===== config.mk =====
export PLATFORM = sky130hd
export DESIGN_NAME = tcp_segment_drop_injector
export DESIGN_NICKNAME = d
export VERILOG_FILES = /design/src/tsdi_pkg.sv /design/src/tsdi_front.sv /design/src/tsdi_queue.sv /design/src/tsdi_back.sv /design/src/tcp_segment_drop_injector.sv
export SDC_FILE = /design/constraint.sdc
export NUM_CORES = 1
export LEC_CHECK = 0
export BUFFER_PORTS_ARGS = -buffer_cell sky130_fd_sc_hd__buf_4
export CORE_MARGIN = 4
export CORE_UTILIZATION = 25
export CTS_CLUSTER_DIAMETER = 120
export DETAILED_ROUTE_END_ITERATION = 8
export GPL_TIMING_DRIVEN = 0
export SLEW_MARGIN = 25
export SYNTH_ARGS = -nofsm -noshare
export SYNTH_HDL_FRONTEND = slang
export SYNTH_HIERARCHICAL = 1
export SYNTH_SLANG_ARGS = --single-unit

===== constraint.sdc =====
create_clock -name clk -period 3.6 [get_ports clk]
set_clock_uncertainty 0.2 [all_clocks]
set_input_delay 0.72 -clock clk [delete_from_list [all_inputs] [get_ports clk]]
set_output_delay 0.72 -clock clk [all_outputs]
set_load 0.02 [all_outputs]

===== src/tsdi_pkg.sv =====
// shared types and constants for the segment drop injector
package tsdi_pkg;

	typedef enum logic [2:0] {
		WHY_NONE   = 3'd0,
		WHY_BITERR = 3'd1,
		WHY_RANDOM = 3'd2,
		WHY_BURST  = 3'd3,
		WHY_BUDGET = 3'd4
	} why_t;

	localparam logic [2:0] CFG_RAND_THR   = 3'd0;
	localparam logic [2:0] CFG_BURST_THR  = 3'd1;
	localparam logic [2:0] CFG_BURST_LEN  = 3'd2;
	localparam logic [2:0] CFG_CLIENT_BUD = 3'd3;
	localparam logic [2:0] CFG_SERVER_BUD = 3'd4;

	localparam int          CFG_DATA_BITS = 32;
	localparam int          THR_BITS      = 17;
	localparam int          LEN_BITS      = 8;
	localparam int          LANES         = 4;

	localparam logic [2:0]  KIND_FIN      = 3'd3;

	typedef struct packed {
		why_t       pre_why;
		logic       burst_hit;
		logic       server_side;
		logic       budget_kind;
		logic [1:0] kind;
	} cls_t;

	localparam int CLS_BITS = $bits(cls_t);

endpackage


===== src/tsdi_front.sv =====
// front end: threshold registers and stateless classification of each frame
module tsdi_front #(
	parameter int RAND_BITS = 16
) (
	input  logic                                clk,
	input  logic                                arst_n,
	input  logic                                cfg_we,
	input  logic [2:0]                          cfg_index,
	input  logic [tsdi_pkg::CFG_DATA_BITS-1:0]  cfg_data,
	input  logic                                bit_error,
	input  logic                                server_side,
	input  logic [2:0]                          seg_kind,
	input  logic [RAND_BITS-1:0]                rand_drop,
	input  logic [RAND_BITS-1:0]                rand_burst,
	output tsdi_pkg::cls_t                      cls
);
	import tsdi_pkg::*;

	localparam int CW = (RAND_BITS > THR_BITS) ? RAND_BITS : THR_BITS;

	logic [THR_BITS-1:0] rand_thr_q;
	logic [THR_BITS-1:0] burst_thr_q;
	logic                random_hit;

	always_ff @(posedge clk or negedge arst_n) begin
		if (!arst_n) begin
			rand_thr_q  <= '0;
			burst_thr_q <= '0;
		end else if (cfg_we) begin
			if (cfg_index == CFG_RAND_THR)
				rand_thr_q <= cfg_data[THR_BITS-1:0];
			if (cfg_index == CFG_BURST_THR)
				burst_thr_q <= cfg_data[THR_BITS-1:0];
		end
	end

	assign random_hit = CW'(rand_drop) < CW'(rand_thr_q);

	always_comb begin
		priority if (bit_error)
			cls.pre_why = WHY_BITERR;
		else if (random_hit)
			cls.pre_why = WHY_RANDOM;
		else
			cls.pre_why = WHY_NONE;
		cls.burst_hit   = CW'(rand_burst) < CW'(burst_thr_q);
		cls.server_side = server_side;
		cls.budget_kind = seg_kind <= KIND_FIN;
		cls.kind        = seg_kind[1:0];
	end

endmodule


===== src/tsdi_queue.sv =====
// two-entry queue between the front end and the decision stage
module tsdi_queue #(
	parameter int WIDTH = 8
) (
	input  logic             clk,
	input  logic             arst_n,
	input  logic             push,
	input  logic [WIDTH-1:0] push_data,
	input  logic             pop,
	output logic [WIDTH-1:0] pop_data,
	output logic             full,
	output logic             not_empty
);
	logic [WIDTH-1:0] mem_q [2];
	logic             wr_ptr_q;
	logic             rd_ptr_q;
	logic [1:0]       cnt_q;

	always_ff @(posedge clk or negedge arst_n) begin
		if (!arst_n) begin
			wr_ptr_q <= 1'b0;
			rd_ptr_q <= 1'b0;
			cnt_q    <= 2'd0;
		end else begin
			if (push)
				wr_ptr_q <= ~wr_ptr_q;
			if (pop)
				rd_ptr_q <= ~rd_ptr_q;
			unique case ({push, pop})
				2'b10:   cnt_q <= cnt_q + 2'd1;
				2'b01:   cnt_q <= cnt_q - 2'd1;
				default: cnt_q <= cnt_q;
			endcase
		end
	end

	always_ff @(posedge clk) begin
		if (push)
			mem_q[wr_ptr_q] <= push_data;
	end

	assign pop_data  = mem_q[rd_ptr_q];
	assign full      = cnt_q == 2'd2;
	assign not_empty = cnt_q != 2'd0;

endmodule


===== src/tsdi_back.sv =====
// back end: burst counter, drop budgets and the result register
module tsdi_back #(
	parameter int BUDGET_BITS = 8,
	parameter int PORT_BITS   = 8
) (
	input  logic                                clk,
	input  logic                                arst_n,
	input  logic                                cfg_we,
	input  logic [2:0]                          cfg_index,
	input  logic [tsdi_pkg::CFG_DATA_BITS-1:0]  cfg_data,
	input  logic                                q_not_empty,
	input  tsdi_pkg::cls_t                      q_cls,
	input  logic [PORT_BITS-1:0]                q_port,
	output logic                                q_pop,
	output logic                                out_valid,
	input  logic                                out_stall,
	output logic                                forward,
	output logic [PORT_BITS-1:0]                out_port,
	output logic [2:0]                          drop_reason
);
	import tsdi_pkg::*;

	localparam int EXT_BITS = LANES * BUDGET_BITS + CFG_DATA_BITS;

	logic [BUDGET_BITS-1:0] budget_q [2*LANES];
	logic [LEN_BITS-1:0]    burst_len_q;
	logic [LEN_BITS-1:0]    burst_cnt_q;
	logic [LEN_BITS-1:0]    burst_cnt_nxt;
	logic                   out_valid_q;
	logic                   forward_q;
	logic [PORT_BITS-1:0]   out_port_q;
	why_t                   why_q;
	why_t                   why;
	logic                   check_budget;
	logic                   budget_dec;
	logic [2:0]             slot;
	logic [EXT_BITS-1:0]    cfg_ext;

	assign cfg_ext = {{(LANES*BUDGET_BITS){1'b0}}, cfg_data};
	assign q_pop   = q_not_empty && (!out_valid_q || !out_stall);
	assign slot    = {q_cls.server_side, q_cls.kind};

	always_comb begin
		why           = q_cls.pre_why;
		check_budget  = 1'b1;
		budget_dec    = 1'b0;
		burst_cnt_nxt = burst_cnt_q;
		if (q_cls.pre_why == WHY_NONE) begin
			if (q_cls.server_side) begin
				if (burst_cnt_q != '0) begin
					check_budget = 1'b0;
					if (burst_cnt_q == burst_len_q) begin
						burst_cnt_nxt = '0;
					end else begin
						burst_cnt_nxt = burst_cnt_q + LEN_BITS'(1);
						why           = WHY_BURST;
					end
				end else if (q_cls.burst_hit) begin
					check_budget = 1'b0;
					if (burst_len_q != '0) begin
						burst_cnt_nxt = LEN_BITS'(1);
						why           = WHY_BURST;
					end
				end
			end
			if (check_budget && q_cls.budget_kind && budget_q[slot] != '0) begin
				budget_dec = 1'b1;
				why        = WHY_BUDGET;
			end
		end
	end

	always_ff @(posedge clk or negedge arst_n) begin
		if (!arst_n) begin
			burst_len_q <= '0;
			burst_cnt_q <= '0;
			out_valid_q <= 1'b0;
			for (int i = 0; i < 2*LANES; i++)
				budget_q[i] <= '0;
		end else begin
			if (cfg_we && cfg_index == CFG_BURST_LEN)
				burst_len_q <= cfg_data[LEN_BITS-1:0];
			if (cfg_we && cfg_index == CFG_CLIENT_BUD) begin
				for (int i = 0; i < LANES; i++)
					budget_q[i] <= cfg_ext[i*BUDGET_BITS +: BUDGET_BITS];
			end else if (cfg_we && cfg_index == CFG_SERVER_BUD) begin
				for (int i = 0; i < LANES; i++)
					budget_q[LANES+i] <= cfg_ext[i*BUDGET_BITS +: BUDGET_BITS];
			end else if (q_pop && budget_dec) begin
				budget_q[slot] <= budget_q[slot] - BUDGET_BITS'(1);
			end
			if (q_pop)
				burst_cnt_q <= burst_cnt_nxt;
			if (q_pop)
				out_valid_q <= 1'b1;
			else if (!out_stall)
				out_valid_q <= 1'b0;
		end
	end

	always_ff @(posedge clk) begin
		if (q_pop) begin
			why_q      <= why;
			forward_q  <= why == WHY_NONE;
			out_port_q <= (why == WHY_NONE) ? q_port : '0;
		end
	end

	assign out_valid   = out_valid_q;
	assign forward     = forward_q;
	assign out_port    = out_port_q;
	assign drop_reason = why_q;

endmodule


===== src/tcp_segment_drop_injector.sv =====
// top level of the segment drop injector
//
// Input channel: in_valid / in_stall carry one frame header per beat:
// bit_error, server_side, seg_kind, dest_port and two random values.
// Output channel: out_valid / out_stall carry one decision per beat:
// forward, out_port (zero for a dropped frame) and drop_reason.
// Configuration: cfg_we writes cfg_data to register cfg_index at a clock
// edge; budget writes reload the four drop budgets of that direction.
// An accepted beat is written into the queue and popped into the result
// register when free; one beat per cycle is sustained unless stalled.
// The front end classifies each beat against the thresholds and pushes
// it into a two-entry queue; the back end does the burst counter and
// budget read-modify-write and fills the result register.
// When the receiver stalls, the result holds, the queue fills and
// in_stall rises only once both queue entries are taken.
// Reset clears thresholds, queue state, burst state, out_valid, budgets.
module tcp_segment_drop_injector #(
	parameter int BUDGET_BITS = 8,
	parameter int PORT_BITS   = 8,
	parameter int RAND_BITS   = 16
) (
	input  logic                                clk,
	input  logic                                arst_n,
	input  logic                                cfg_we,
	input  logic [2:0]                          cfg_index,
	input  logic [tsdi_pkg::CFG_DATA_BITS-1:0]  cfg_data,
	input  logic                                in_valid,
	output logic                                in_stall,
	input  logic                                bit_error,
	input  logic                                server_side,
	input  logic [2:0]                          seg_kind,
	input  logic [PORT_BITS-1:0]                dest_port,
	input  logic [RAND_BITS-1:0]                rand_drop,
	input  logic [RAND_BITS-1:0]                rand_burst,
	output logic                                out_valid,
	input  logic                                out_stall,
	output logic                                forward,
	output logic [PORT_BITS-1:0]                out_port,
	output logic [2:0]                          drop_reason
);
	import tsdi_pkg::*;

	localparam int QW = CLS_BITS + PORT_BITS;

	cls_t                 front_cls;
	cls_t                 q_cls;
	logic [PORT_BITS-1:0] q_port;
	logic [QW-1:0]        q_data;
	logic                 q_full;
	logic                 q_not_empty;
	logic                 q_pop;
	logic                 push;

	assign in_stall = q_full;
	assign push     = in_valid && !q_full;

	tsdi_front #(
		.RAND_BITS (RAND_BITS)
	) u_front (
		.clk         (clk),
		.arst_n      (arst_n),
		.cfg_we      (cfg_we),
		.cfg_index   (cfg_index),
		.cfg_data    (cfg_data),
		.bit_error   (bit_error),
		.server_side (server_side),
		.seg_kind    (seg_kind),
		.rand_drop   (rand_drop),
		.rand_burst  (rand_burst),
		.cls         (front_cls)
	);

	tsdi_queue #(
		.WIDTH (QW)
	) u_queue (
		.clk       (clk),
		.arst_n    (arst_n),
		.push      (push),
		.push_data ({front_cls, dest_port}),
		.pop       (q_pop),
		.pop_data  (q_data),
		.full      (q_full),
		.not_empty (q_not_empty)
	);

	assign q_cls  = cls_t'(q_data[QW-1:PORT_BITS]);
	assign q_port = q_data[PORT_BITS-1:0];

	tsdi_back #(
		.BUDGET_BITS (BUDGET_BITS),
		.PORT_BITS   (PORT_BITS)
	) u_back (
		.clk         (clk),
		.arst_n      (arst_n),
		.cfg_we      (cfg_we),
		.cfg_index   (cfg_index),
		.cfg_data    (cfg_data),
		.q_not_empty (q_not_empty),
		.q_cls       (q_cls),
		.q_port      (q_port),
		.q_pop       (q_pop),
		.out_valid   (out_valid),
		.out_stall   (out_stall),
		.forward     (forward),
		.out_port    (out_port),
		.drop_reason (drop_reason)
	);

endmodule


# --- Word level (Yosys, flattened, before mapping) ---
# Memory sizes are Yosys's and may differ from the RTL's.
# Index checks and enable logic that the tools add are counted.
classes:
  addsub: 4
  multipliers: 0
  n_div: 0
  order_cmp: 5
  eq_ne: 10
  shift: 0
  mux: 34
  n_bitwise: 4
  n_reduce_logical: 30
op_table:
  columns: ["op", "n"]
  rows:
  - ["$mux W32", 3]
  - ["$bwmux W64", 1]
  - ["$mux W64", 1]
  - ["$mux W8", 7]
  - ["$lt A16 B17 Y1", 2]
  - ["$bmux W8 S3", 1]
  - ["$demux W8 S3", 1]
  - ["$mux W3", 8]
  - ["$reduce_bool A8 Y1", 3]
  - ["$reduce_bool A2 Y1", 6]
  - ["$mux W1", 10]
  - ["$logic_and A1 B1 Y1", 9]
  - ["$logic_not A3 Y1", 3]
  - ["$add A8 B1 Y8 const B", 1]
  - ["$eq A8 B8 Y1", 1]
  - ["$reduce_and A2 Y1", 4]
  - ["$sub A8 B1 Y8 const B", 1]
  - ["$eq A3 B2 Y1 const B", 2]
  - ["$reduce_and A5 Y1", 1]
  - ["$eq A2 B2 Y1 const B", 2]
  - ["$ge A4 B4 Y1 const B", 1]
  - ["$lt A4 B1 Y1 const B", 1]
  - ["$ne A2 B1 Y1 const B", 2]
  - ["$not A3 Y4", 1]
  - ["11 further kinds", 15]
totals:
  ff_bits: 131
  latch_bits: 0
  ramBits: 32
  rom_bits: 0
  input_bits: 85
  mem_count: 1
memory_table:
  columns: ["memory", "words", "width", "read_ports", "rd_ports_with_merged_regs", "wr", "line", "text"]
  rows:
  - ["u_queue.mem_q", 2, 16, 1, 0, 1, "tsdi_queue.sv:14", "logic [WIDTH-1:0] mem_q [2];"]

# --- Depth between registers and ports, before layout ---
# Gate-level depths: netlist of the first run.
# An unclocked memory read counts as a cell.
depth:
  depth_word: 13
  ltp_mapped: 16

# --- Hierarchy ---
# The synthesis of the first run kept the hierarchy.
modules_own_cells:
  columns: ["module", "n_inst", "cells_per_inst", "area_per_inst_um2", "seq_area_each_um2"]
  rows:
  - ["tsdi_back", 1, 546, 5457.7, 2387.3]
  - ["tsdi_front", 1, 222, 2010.7, 850.8]
  - ["tsdi_queue", 1, 66, 1392.6, 1061.0]
  - ["tcp_segment_drop_injector", 1, 1, 13.8, 0.0]

# --- Worst setup path after synthesis of the first run ---
# OpenSTA, ideal clock, no wires.
synth_path:
  path_type: "reg2reg"
  from: "reg u_queue.rd_ptr_q"
  to: "reg u_back/budget_q[22] (netlist bit)"
  arrival_time_ps: 3565
  t_required_ps: 3279
  slack_ps: -286
  stages_incl_launch_ff: 15
  period_less_slack_ps: 3886
  path_cell_list: "dfrtp_1 > buf_6 > mux2_2 > buf_6 > buf_2 > buf_2 > mux2i_1 > o22ai_1 > nor3_1 > ha_1 > o311ai_2 > a2111oi_4 > xor2_2 > o31ai_1 > a22o_1"
synth_via:
  elab_chain_cells: 12
synth_rtl:
  columns: ["element", "line", "text"]
  rows:
  - ["start: declaration", "tsdi_queue.sv:16", "logic rd_ptr_q;"]
  - ["start signal: assignment", "tsdi_queue.sv:28", "rd_ptr_q <= ~rd_ptr_q;"]
  - ["$mem_v2 Z2 W16 (*)", null, null]
  - ["named net q_data[8]", "tcp_segment_drop_injector.sv:48", "logic [QW-1:0] q_data;"]
  - ["$not A3 Y4 (implied by the code) (*)", "tsdi_back.sv:66, tsdi_back.sv:90", null]
  - ["branches (longest 10 deep; another with $sub A8 B1 Y8)", null, null]
  - ["end signal: indexed assignment", "tsdi_back.sv:85", "budget_q[i] <= cfg_ext[i*BUDGET_BITS +: BUDGET_BITS];"]
  - ["end signal: indexed assignment", "tsdi_back.sv:88", "budget_q[LANES+i] <= cfg_ext[i*BUDGET_BITS +: BUDGET_BITS];"]
  - ["end signal: indexed assignment", "tsdi_back.sv:90", "budget_q[slot] <= budget_q[slot] - BUDGET_BITS'(1);"]
  - ["end: declaration", "tsdi_back.sv:25", "logic [BUDGET_BITS-1:0] budget_q [2*LANES];"]
# Mark *: on every way through the listed nets, which the timed path passes. The select of a mux whose other input is x is not followed.
# A chain may end at the register's enable or synchronous reset.

# --- Final worst setup path of the first run ---
layout_path:
  from: "reg u_queue.rd_ptr_q"
  to: "reg u_back/budget_q[14] (netlist bit)"
# Same word-level chain as after synthesis.

==> flow_results.org, run 1 <==
** Drt
- For this run, the detailed router's first-pass iteration total came to 5.
- Via count :: 7540
- Via count normalized by instance count :: 5.21
- The detail route stage leaves a number of antenna-violating nets equal to 0.
- In the final routed layout, each cell accounts on average for 20.7 µm.
- After detailed routing, the number of remaining DRC violations is 0.
- After the first detailed-routing iteration, the DRC count stood at 647.
- For this block, the routed nets add up to 29900 µm of wire.

** Global routing
- First-pass GRT wire length :: 44800 µm
- Antenna violations before repair :: 0
- Global routing finished with a remaining overflow of 0.
- Pin count of the biggest net entering global routing :: 86
- The via count of the first global-routing pass was 7531.
- Across every metal layer, demand over resource in global routing totals 15.0%.

** Pwr
- In this run the static leakage power is 4.69 nW.
- VDD sags by at most 0.499 mV.
- Power per cell area :: 849 nW/µm²

** Final layout
- Final nets :: 1098
- Layout cell share with drive strength beyond 1 :: 28.2%
- 0 antenna diodes ended up in the layout.
- Fillers :: 3495
- Area growth from synthesis to final layout :: 28.8%
- After routing the design area is 11400 µm².

** Timing
- Dividing the final minimum period by the clock period gives 99.1%.
- Endpoints failing setup :: 0
- The final hold violation count was 0.
- Subtracting the final worst setup slack from the clock period gives 3570 ps.
- Maximum operating frequency :: 280 MHz
- Rel. slew slack :: 37.3%
- At the pin with the least slew margin, the transition time is 934 ps.
- Hold is met by 260 ps.
- Unrepaired setup endpoints after global routing :: yes
- Final max-slew violation count :: 0

** Synthesis
- Number of synthesized flops with an enable pin :: 44
- Counting flops and latches in the post-synthesis netlist gives 163.
- After Yosys synthesis, full adders, half adders and majority gates account for 4.93% of the synthesized area.
- Counting every net in the synthesized netlist gives 955.
- Top cell types by occurrence after synthesis :: sky130_fd_sc_hd__dfrtp_1 (119), sky130_fd_sc_hd__nand2_1 (84), sky130_fd_sc_hd__o21ai_0 (63), sky130_fd_sc_hd__edfxtp_1 (44), sky130_fd_sc_hd__a21oi_1 (43)
- In this run, distinct cell masters in the synthesized netlist total 71.
- In the synthesized netlist the dominant register cell turns out to be sky130_fd_sc_hd__dfrtp_1.
- After synthesis, the largest family of logic cells by area is compound AO/OA/AOI/OAI gates.
- Yosys instantiated no cell more often than sky130_fd_sc_hd__dfrtp_1.
- Xor-xnor portion of the synthesized cell area :: 1.95%
- Basic-gate share of the synthesized area counting and, or, nand and nor cells :: 12.4%
- In the synthesized netlist, the number of instances is 835.
- Most area-hungry cell type in the Yosys netlist :: sky130_fd_sc_hd__dfrtp_1
- After synthesis, the mean cell area works out to 10.6 µm².
- Largest cells by area after synthesis :: sky130_fd_sc_hd__dfrtp_1 (34%), sky130_fd_sc_hd__edfxtp_1 (15%), sky130_fd_sc_hd__ha_1 (4.9%), sky130_fd_sc_hd__o21ai_0 (3.6%), sky130_fd_sc_hd__nand2_1 (3.6%)
- Total standard cell area after synthesis :: 8870 µm²
- Number of warnings reported in the yosys synthesis log :: 6
- Mux share of post-synthesis cell area :: 8.06%
- Post-synth top area share :: 33.6%
- In the synthesized netlist the async set-or-reset flop fraction comes to 73.0%.
- Compound-cell area share of the yosys netlist :: 19.7%
- Sequential element share of the synthesized area :: 48.4%

** Setup path
- In this run the worst path has a maximum fanout of 8.
- Data arrival time at the worst-slack endpoint :: 3690 ps
- The setup check on the worst reg-to-reg path leaves a slack of 30 ps.
- Data on the critical path is required at its endpoint by 3720 ps.
- For the worst flop-to-flop path, the logic depth is 15.
- The startpoint identified for the worst register-to-register timing path is u_queue/rd_ptr_q.
- STA classifies the critical path startpoint as a register.
- The worst setup path is of the register to register kind.
- STA classifies the critical path endpoint as a register.
- The endpoint identified for the worst register-to-register timing path is u_back/budget_q[14].

** Clock network
- CTS max path bufs :: 2
- Counting every sink on the clock net gives 163.
- Clock-pin slew was measured on the worst setup and hold paths at 80 ps.
- The tree is rooted in a sky130_fd_sc_hd__clkbuf_16.
- TritonCTS built the clock tree.
- Number of buffers added by the clock tree synthesis step :: 17
- H-tree depth :: 4
- The clock reaches the later pin of the worst-skew pair after 440 ps.

** Min path
- Classification of the worst-slack hold path :: input port to register
- Counting instances, the worst hold path has a depth of 1.
- The worst hold path terminates at u_queue/mem_q[0][0].
- Worst min-delay path startpoint :: dest_port[0]

** Floorplanning
- The die is 196 µm wide.
- Boundary Pins :: 99
- Die footprint :: 38600 µm²
- Starting density of the core :: 25.5%
- Die Height :: 196 µm
- Site row count :: 68
- The total area inside the core boundary comes to 34800 µm².

** Status
- The run finished with clean final reports.

** Job
- Max-cap violations in this run came to 0.

** Placement
- Post-Place Cell Area :: 10200 µm²
- HPWL after detailed placement :: 21800 µm
- IO buf count :: 95
- RD Place Congestion :: 0.913
stage by stage:
| step | cells | power [W] | setup slack, ps | setup TNS, ps | utilization (%) |
|---|---|---|---|---|---|
| 2_1_floorplan | 835 | 0.00556 | 25.8 | 0 | - |
| 3_3_place_gp | 1385 | 0.00681 | -1690 | -106020 | 29.2 |
| 3_5_place_dp | 1387 | 0.00688 | -1290 | -70850 | 29.4 |
| 4_1_cts | 1429 | 0.00919 | -13.3 | -20.2 | 32.0 |
| 5_1_grt | 1446 | 0.0102 | -77.1 | -516 | 32.9 |
| 6_report | 1446 | 0.00970 | 32.8 | 0 | 32.9 |
final cells by class:
cell class	instances	area, µm²	share of cell area (%)
buffer	45	314	2.75
clock buffer	17	425	3.72
clock inverter	15	191	1.67
inverter	38	143	1.25
multi-input combinational	586	4480	39.2
sequential	163	4300	37.6
tap	455	569	4.98
timing repair buffer	127	1010	8.85
metal layers:
metal	vias to the layer above	GRT usage (%)	routed length, µm
li1	3393	-	-
met1	3728	19.5	12600
met2	335	24.9	14300
met3	84	2.80	1860
met4	0	6.05	1150
met5	-	0	0
cell families after synthesis:
family / Yosys count
AOI/OAI and AO/OA: 261
and+or+nand+nor: 221
DFF: 163
buffers and inverters: 86
muxes: 50
adders and majority gates: 35
xor gates and xnor gates: 18
other: 1
how the worst max path moves through the flow:
stage                      from                  end  slack (ps)  cells after the start
2_1_floorplan  u_queue/rd_ptr_q  u_back/budget_q[22]          30                     14
3_3_place_gp          out_stall  u_back/budget_q[11]       -1690                      7
3_5_place_dp   u_queue/rd_ptr_q  u_back/budget_q[29]       -1290                     15
4_1_cts        u_queue/rd_ptr_q  u_back/budget_q[51]         -10                     13
5_1_grt        u_queue/rd_ptr_q  u_back/budget_q[14]         -80                     15
6_report       u_queue/rd_ptr_q  u_back/budget_q[14]          30                     15
worst max-delay path, stage by stage (launching register included):
cell	delay, ps
sky130_fd_sc_hd__dfrtp_1	370
sky130_fd_sc_hd__buf_6	140
sky130_fd_sc_hd__mux2_4	350
sky130_fd_sc_hd__buf_12	150
sky130_fd_sc_hd__buf_12	140
sky130_fd_sc_hd__buf_12	130
sky130_fd_sc_hd__mux2i_4	210
sky130_fd_sc_hd__o22ai_4	110
sky130_fd_sc_hd__nor3_4	230
sky130_fd_sc_hd__ha_4	200
sky130_fd_sc_hd__o311ai_4	110
sky130_fd_sc_hd__a2111oi_4	420
sky130_fd_sc_hd__xor2_4	200
sky130_fd_sc_hd__buf_6	150
sky130_fd_sc_hd__a31oi_1	100
sky130_fd_sc_hd__o22a_1	200
what timing repair did:
action                     in CTS  in global routing
resized for setup              48                 37
hold buffers                    1                  0
pin swaps                       9                 14
gates cloned                    0                  1
hold endpoints to repair       34                  0
buffers inserted               12                 16
setup endpoints to repair      74                 74
report_power, final:
part           internal [W]  switching [W]  leakage [nW]
Clock              0.000952       0.000924         0.300
Sequential          0.00254       0.000394          1.90
Combinational       0.00215        0.00274          2.49
placed cells by master, fill, tap and decap left out, types with 7 or more instances in the layout:
| master | Yosys | layout |
|---|---|---|
| sky130_fd_sc_hd__o21ai_0 | 63 | 61 |
| sky130_fd_sc_hd__o22ai_1 | 22 | 21 |
| sky130_fd_sc_hd__xnor2_1 | 12 | 11 |
| sky130_fd_sc_hd__o2bb2ai_1 | 18 | 18 |
| sky130_fd_sc_hd__mux2_4 | 9 | 10 |
| sky130_fd_sc_hd__mux2_2 | 23 | 22 |
| sky130_fd_sc_hd__a31oi_1 | 10 | 9 |
| sky130_fd_sc_hd__mux4_2 | 9 | 9 |
| sky130_fd_sc_hd__nand3_1 | 8 | 8 |
| sky130_fd_sc_hd__a21oi_1 | 43 | 42 |
| sky130_fd_sc_hd__and2_1 | 19 | 17 |
| sky130_fd_sc_hd__ha_1 | 35 | 33 |
| sky130_fd_sc_hd__a22o_1 | 16 | 16 |
| sky130_fd_sc_hd__edfxtp_1 | 44 | 44 |
| sky130_fd_sc_hd__clkbuf_1 | 24 | 19 |
| sky130_fd_sc_hd__a2bb2oi_1 | 14 | 14 |
| sky130_fd_sc_hd__o21ai_1 | 10 | 7 |
| sky130_fd_sc_hd__inv_1 | 38 | 37 |
| sky130_fd_sc_hd__nor3_1 | 19 | 17 |
| sky130_fd_sc_hd__buf_4 | 6 | 129 |
| sky130_fd_sc_hd__dfrtp_1 | 119 | 119 |
| sky130_fd_sc_hd__clkbuf_16 | 0 | 18 |
| sky130_fd_sc_hd__nor2_1 | 40 | 37 |
| sky130_fd_sc_hd__nand4_1 | 8 | 8 |
| sky130_fd_sc_hd__nand2_1 | 84 | 78 |
| sky130_fd_sc_hd__o31ai_1 | 12 | 9 |
| sky130_fd_sc_hd__a22oi_1 | 16 | 16 |
registers in the layout, summed over array words and instances (netlist names):
name / count
u_back/budget_q: 64
u_queue/mem_q: 32
u_front/burst_thr_q: 17
u_front/rand_thr_q: 17
u_back/burst_cnt_q: 8
u_back/burst_len_q: 8
u_back/out_port: 8
u_back/drop_reason: 3
u_queue/cnt_q: 2
u_back/forward: 1
u_back/out_valid: 1
u_queue/rd_ptr_q: 1
u_queue/wr_ptr_q: 1
Power figures use the tool's default switching activity.
==> run 2, diff against run 1 <==
- CORE_MARGIN: 4 -> 5
- RECOVER_POWER: not set -> 100
==> flow_results.org, run 2 (same netlist as run 1, synthesis figures left out) <==
** Placement
- HPWL after detailed placement :: 22200 µm (was 21800 µm)
- RD Place Congestion :: 0.893 (was 0.913)
- Placed instance count :: 1393 (was 1387)
- The post-place setup slack is -1390 ps (was -1290 ps).
- The number of I/O port buffers is 95 (unchanged).

** Drt
- Total wire length after detailed routing :: 30000 µm (was 29900 µm)
- The DRC violations left is 0 (unchanged).
- Via count :: 7503 (was 7540)
- Via count normalized by instance count :: 5.17 (was 5.21)
- 1st-iter DRT viols :: 698 (was 647)
- Routed wire per std cell :: 20.7 µm (about the same)
- First-pass iteration count of the detailed router :: 5 (unchanged)
- The number of routed nets with antenna violations came to 0 (unchanged).

** Floorplanning
- Die Height :: 198 µm (was 196 µm)
- The core area was 35300 µm² (was 34800 µm²).
- The width of the die is 198 µm (was 196 µm).
- Site row count :: 69 (was 68)
- Boundary Pins :: 99 (unchanged)
- Die footprint :: 39400 µm² (was 38600 µm²)
- The initial cell density of the core is 25.1% (was 25.5%).

** Clock network
- H-tree depth :: 4 (unchanged)
- The clock slew seen by the registers of the worst setup and hold paths was 80 ps (about the same).
- The maximum root-to-sink buffer count is 2 (unchanged).
- Clock sink count :: 163 (unchanged)
- The source-to-sink clock delay at the later pin of the worst-skew pair came to 430 ps (was 440 ps).
- The TritonCTS clock tree was yes (unchanged).
- Clock root buffer :: sky130_fd_sc_hd__clkbuf_16 (unchanged)
- The clock buffer count from CTS came to 17 (unchanged).

** Setup path
- The required time of the worst setup path came to 3720 ps (about the same).
- Worst path bufs/invs :: 4 (was 5)
- Beginning of the worst register-to-register path :: u_queue/rd_ptr_q (unchanged)
- The register-to-register setup slack was 10 ps (was 30 ps).
- The critical path endpoint category was a register (unchanged).
- The capture point of the worst reg-to-reg path is u_back/budget_q[54] (was u_back/budget_q[14]).
- Crit Path Class :: register to register (unchanged)
- Worst path most repeated cell :: sky130_fd_sc_hd__buf_4 (was sky130_fd_sc_hd__buf_12)
- Delay of the slowest cell on the worst path :: 480 ps (was 420 ps)
- Worst Reg-to-Reg Cells :: 12 (was 15)
- The arrival time at the worst endpoint is 3710 ps (was 3690 ps).
- Cell type of the slowest stage on the worst timing path :: sky130_fd_sc_hd__mux4_2 (was sky130_fd_sc_hd__a2111oi_4)
- The kind of cell adding the most delay to the critical path was multiplexers (was compound AO/OA/AOI/OAI gates).
- Critical path cell sequence: buf_6, mux2_4, buf_12, buf_4, mux4_2, mux2i_4, buf_4, o311ai_4, a2111oi_4, xor2_4, o31ai_1, a22o_1 (was buf_6, mux2_4, buf_12, buf_12, buf_12, mux2i_4, o22ai_4, nor3_4, ha_4, o311ai_4, a2111oi_4, xor2_4, buf_6, a31oi_1, o22a_1).
- The startpoint type of the worst setup path is a register (unchanged).
- The largest fanout on the critical path came to 8 (unchanged).

** Status
- Outcome :: finished with violations (was finished clean)
- The final reports fail on capacitance limit, slew limit.

** Global routing
- The via count of the first global-routing pass came to 7569 (was 7531).
- The global route total overflow came to 0 (unchanged).
- The overall global routing resource usage came to 15.2% (was 15.0%).
- Antenna violations before repair :: 0 (unchanged)
- Pin count of the biggest net entering global routing :: 89 (was 86)
- The first-pass GRT wire length was 45500 µm (was 44800 µm).

** Final layout
- Final nets :: 1096 (was 1098)
- Final non-filler cell total :: 1450 (was 1446)
- Largest reg by FF count :: u_back/budget_q (unchanged)
- The antenna diode count was 0 (unchanged).
- Largest registers: u_back/budget_q: 64 flops, u_queue/mem_q: 32 flops (unchanged).
- Most common cell after layout, fill and taps aside :: sky130_fd_sc_hd__dfrtp_1 (was sky130_fd_sc_hd__buf_4)
- Highest-count cells in the layout ignoring fill and taps: sky130_fd_sc_hd__dfrtp_1 (119), sky130_fd_sc_hd__buf_4 (99), sky130_fd_sc_hd__nand2_1 (81) (was sky130_fd_sc_hd__buf_4 (129), sky130_fd_sc_hd__dfrtp_1 (119), sky130_fd_sc_hd__nand2_1 (78)).
- The layout overhead on the synthesized area came to 27.0% (was 28.8%).
- The number of flip-flops in the largest register was 64 (unchanged).
- Layout cell share with drive strength beyond 1 :: 24.9% (was 28.2%)

** Timing
- Maximum operating frequency :: 279 MHz (was 280 MHz)
- The slew at the pin with the worst max-slew slack came to 1970 ps (was 934 ps).
- Endpoints failing setup :: 0 (unchanged)
- Unrepaired setup endpoints after global routing :: yes (unchanged)
- Final clock period utilization by the worst path :: 99.7% (was 99.1%)
- The setup slack after layout came to 9.75 ps (was 32.8 ps).
- The accumulated negative setup slack was 0 ps (unchanged).
- The clock period minus final worst setup slack is 3590 ps (was 3570 ps).
- The final hold violation count was 0 (unchanged).
- The final-report max-slew violation count came to 32 (was 0).
- The worst hold margin is 286 ps (was 260 ps).
- Rel. slew slack :: -31.4% (was 37.3%)

** Min path
- The type of the worst min-delay path is register to register (was input port to register).
- Worst-case hold path end point :: u_queue/cnt_q[1] (was u_queue/mem_q[0][0])
- Worst hold path stage count :: 1 (unchanged)
- The start point of the worst min-delay path was u_queue/cnt_q[1] (was dest_port[0]).

** Job
- Max Cap Viol :: 1 (was 0)

** Pwr
- The total leakage power is 4.57 nW (was 4.69 nW).
- Power per cell area :: 856 nW/µm² (was 849 nW/µm²)
- IR drop worst, VDD :: 0.594 mV (was 0.499 mV)
-- run 2: changes by cell type in the layout (fill, tap and decap cells not counted), sizes merged --
| cell | change |
|---|---|
| clkinv | -4 |
| buf | -33 |
| bufinv | +2 |
| inv | +2 |
| clkbuf | +31 |
-- run 2: layer usage --
| metal | wire, µm | part of all wire, % | track usage [%] | up-vias |
|---|---|---|---|---|
| met5 | 0 | 0 | 0 | - |
| met3 | 1910 | 6.4 | 2.56 | 66 |
| met2 | 14700 | 49 | 25.9 | 317 |
| li1 | - | - | - | 3393 |
| met1 | 12600 | 42 | 19.7 | 3727 |
| met4 | 858 | 2.9 | 5.27 | 0 |
-- run 2: area by class of cell --
class                   instances  area (µm²)
plain buffers                  45         317
clock buffers                  17         425
clock inverters                15         186
fillers                      3566       24000
inverters                      38         143
multi-input cells             586        4460
flip-flops and latches        163        4300
well taps                     461         577
repair buffers                125         867
-- run 2: stage by stage --
stage | cell area, µm² | total power [W] | util [%]
3_5_place_dp | 10200 | 0.00693 | 29.0
6_report | 11300 | 0.00965 | 31.9
2_1_floorplan | 8880 | 0.00556 | -
5_1_grt | 11300 | 0.0101 | 31.9
3_3_place_gp | 10200 | 0.00684 | 28.8
4_1_cts | 11200 | 0.00941 | 31.8
-- run 2: worst reg2reg max path: cells and delay by family, from the launching register on --
kind	cells	cell delay, ps
buffers and inverters	4	620
XOR/XNOR	1	340
AO/OA/AOI/OAI	4	850
flip-flops	1	370
multiplexers	3	1080
-- run 2: worst max path at each step --
stage | from | to | slack [ps] | cells past startpoint
5_1_grt | u_queue/rd_ptr_q | u_back/budget_q[54] | -60 | 13
3_5_place_dp | u_queue/rd_ptr_q | u_back/budget_q[29] | -1390 | 15
6_report | u_queue/rd_ptr_q | u_back/budget_q[54] | 10 | 12
2_1_floorplan | u_queue/rd_ptr_q | u_back/budget_q[22] | 30 | 14
4_1_cts | u_queue/rd_ptr_q | u_back/budget_q[51] | 3 | 16
3_3_place_gp | out_stall | u_back/budget_q[11] | -1680 | 7
-- run 2: power breakdown --
group          total, W  switching, W  internal (W)
clock network   0.00191      0.000854       0.00106
logic           0.00481       0.00274       0.00207
registers       0.00293      0.000385       0.00254
-- run 2: repair_timing --
item | in CTS | in global routing
hold buffers | 1 | 0
buffers inserted | 17 | 10
gates resized for setup | 58 | 32
hold endpoints to repair | 31 | 0
endpoints found under the setup margin | 74 | 71
pin swaps | 13 | 10
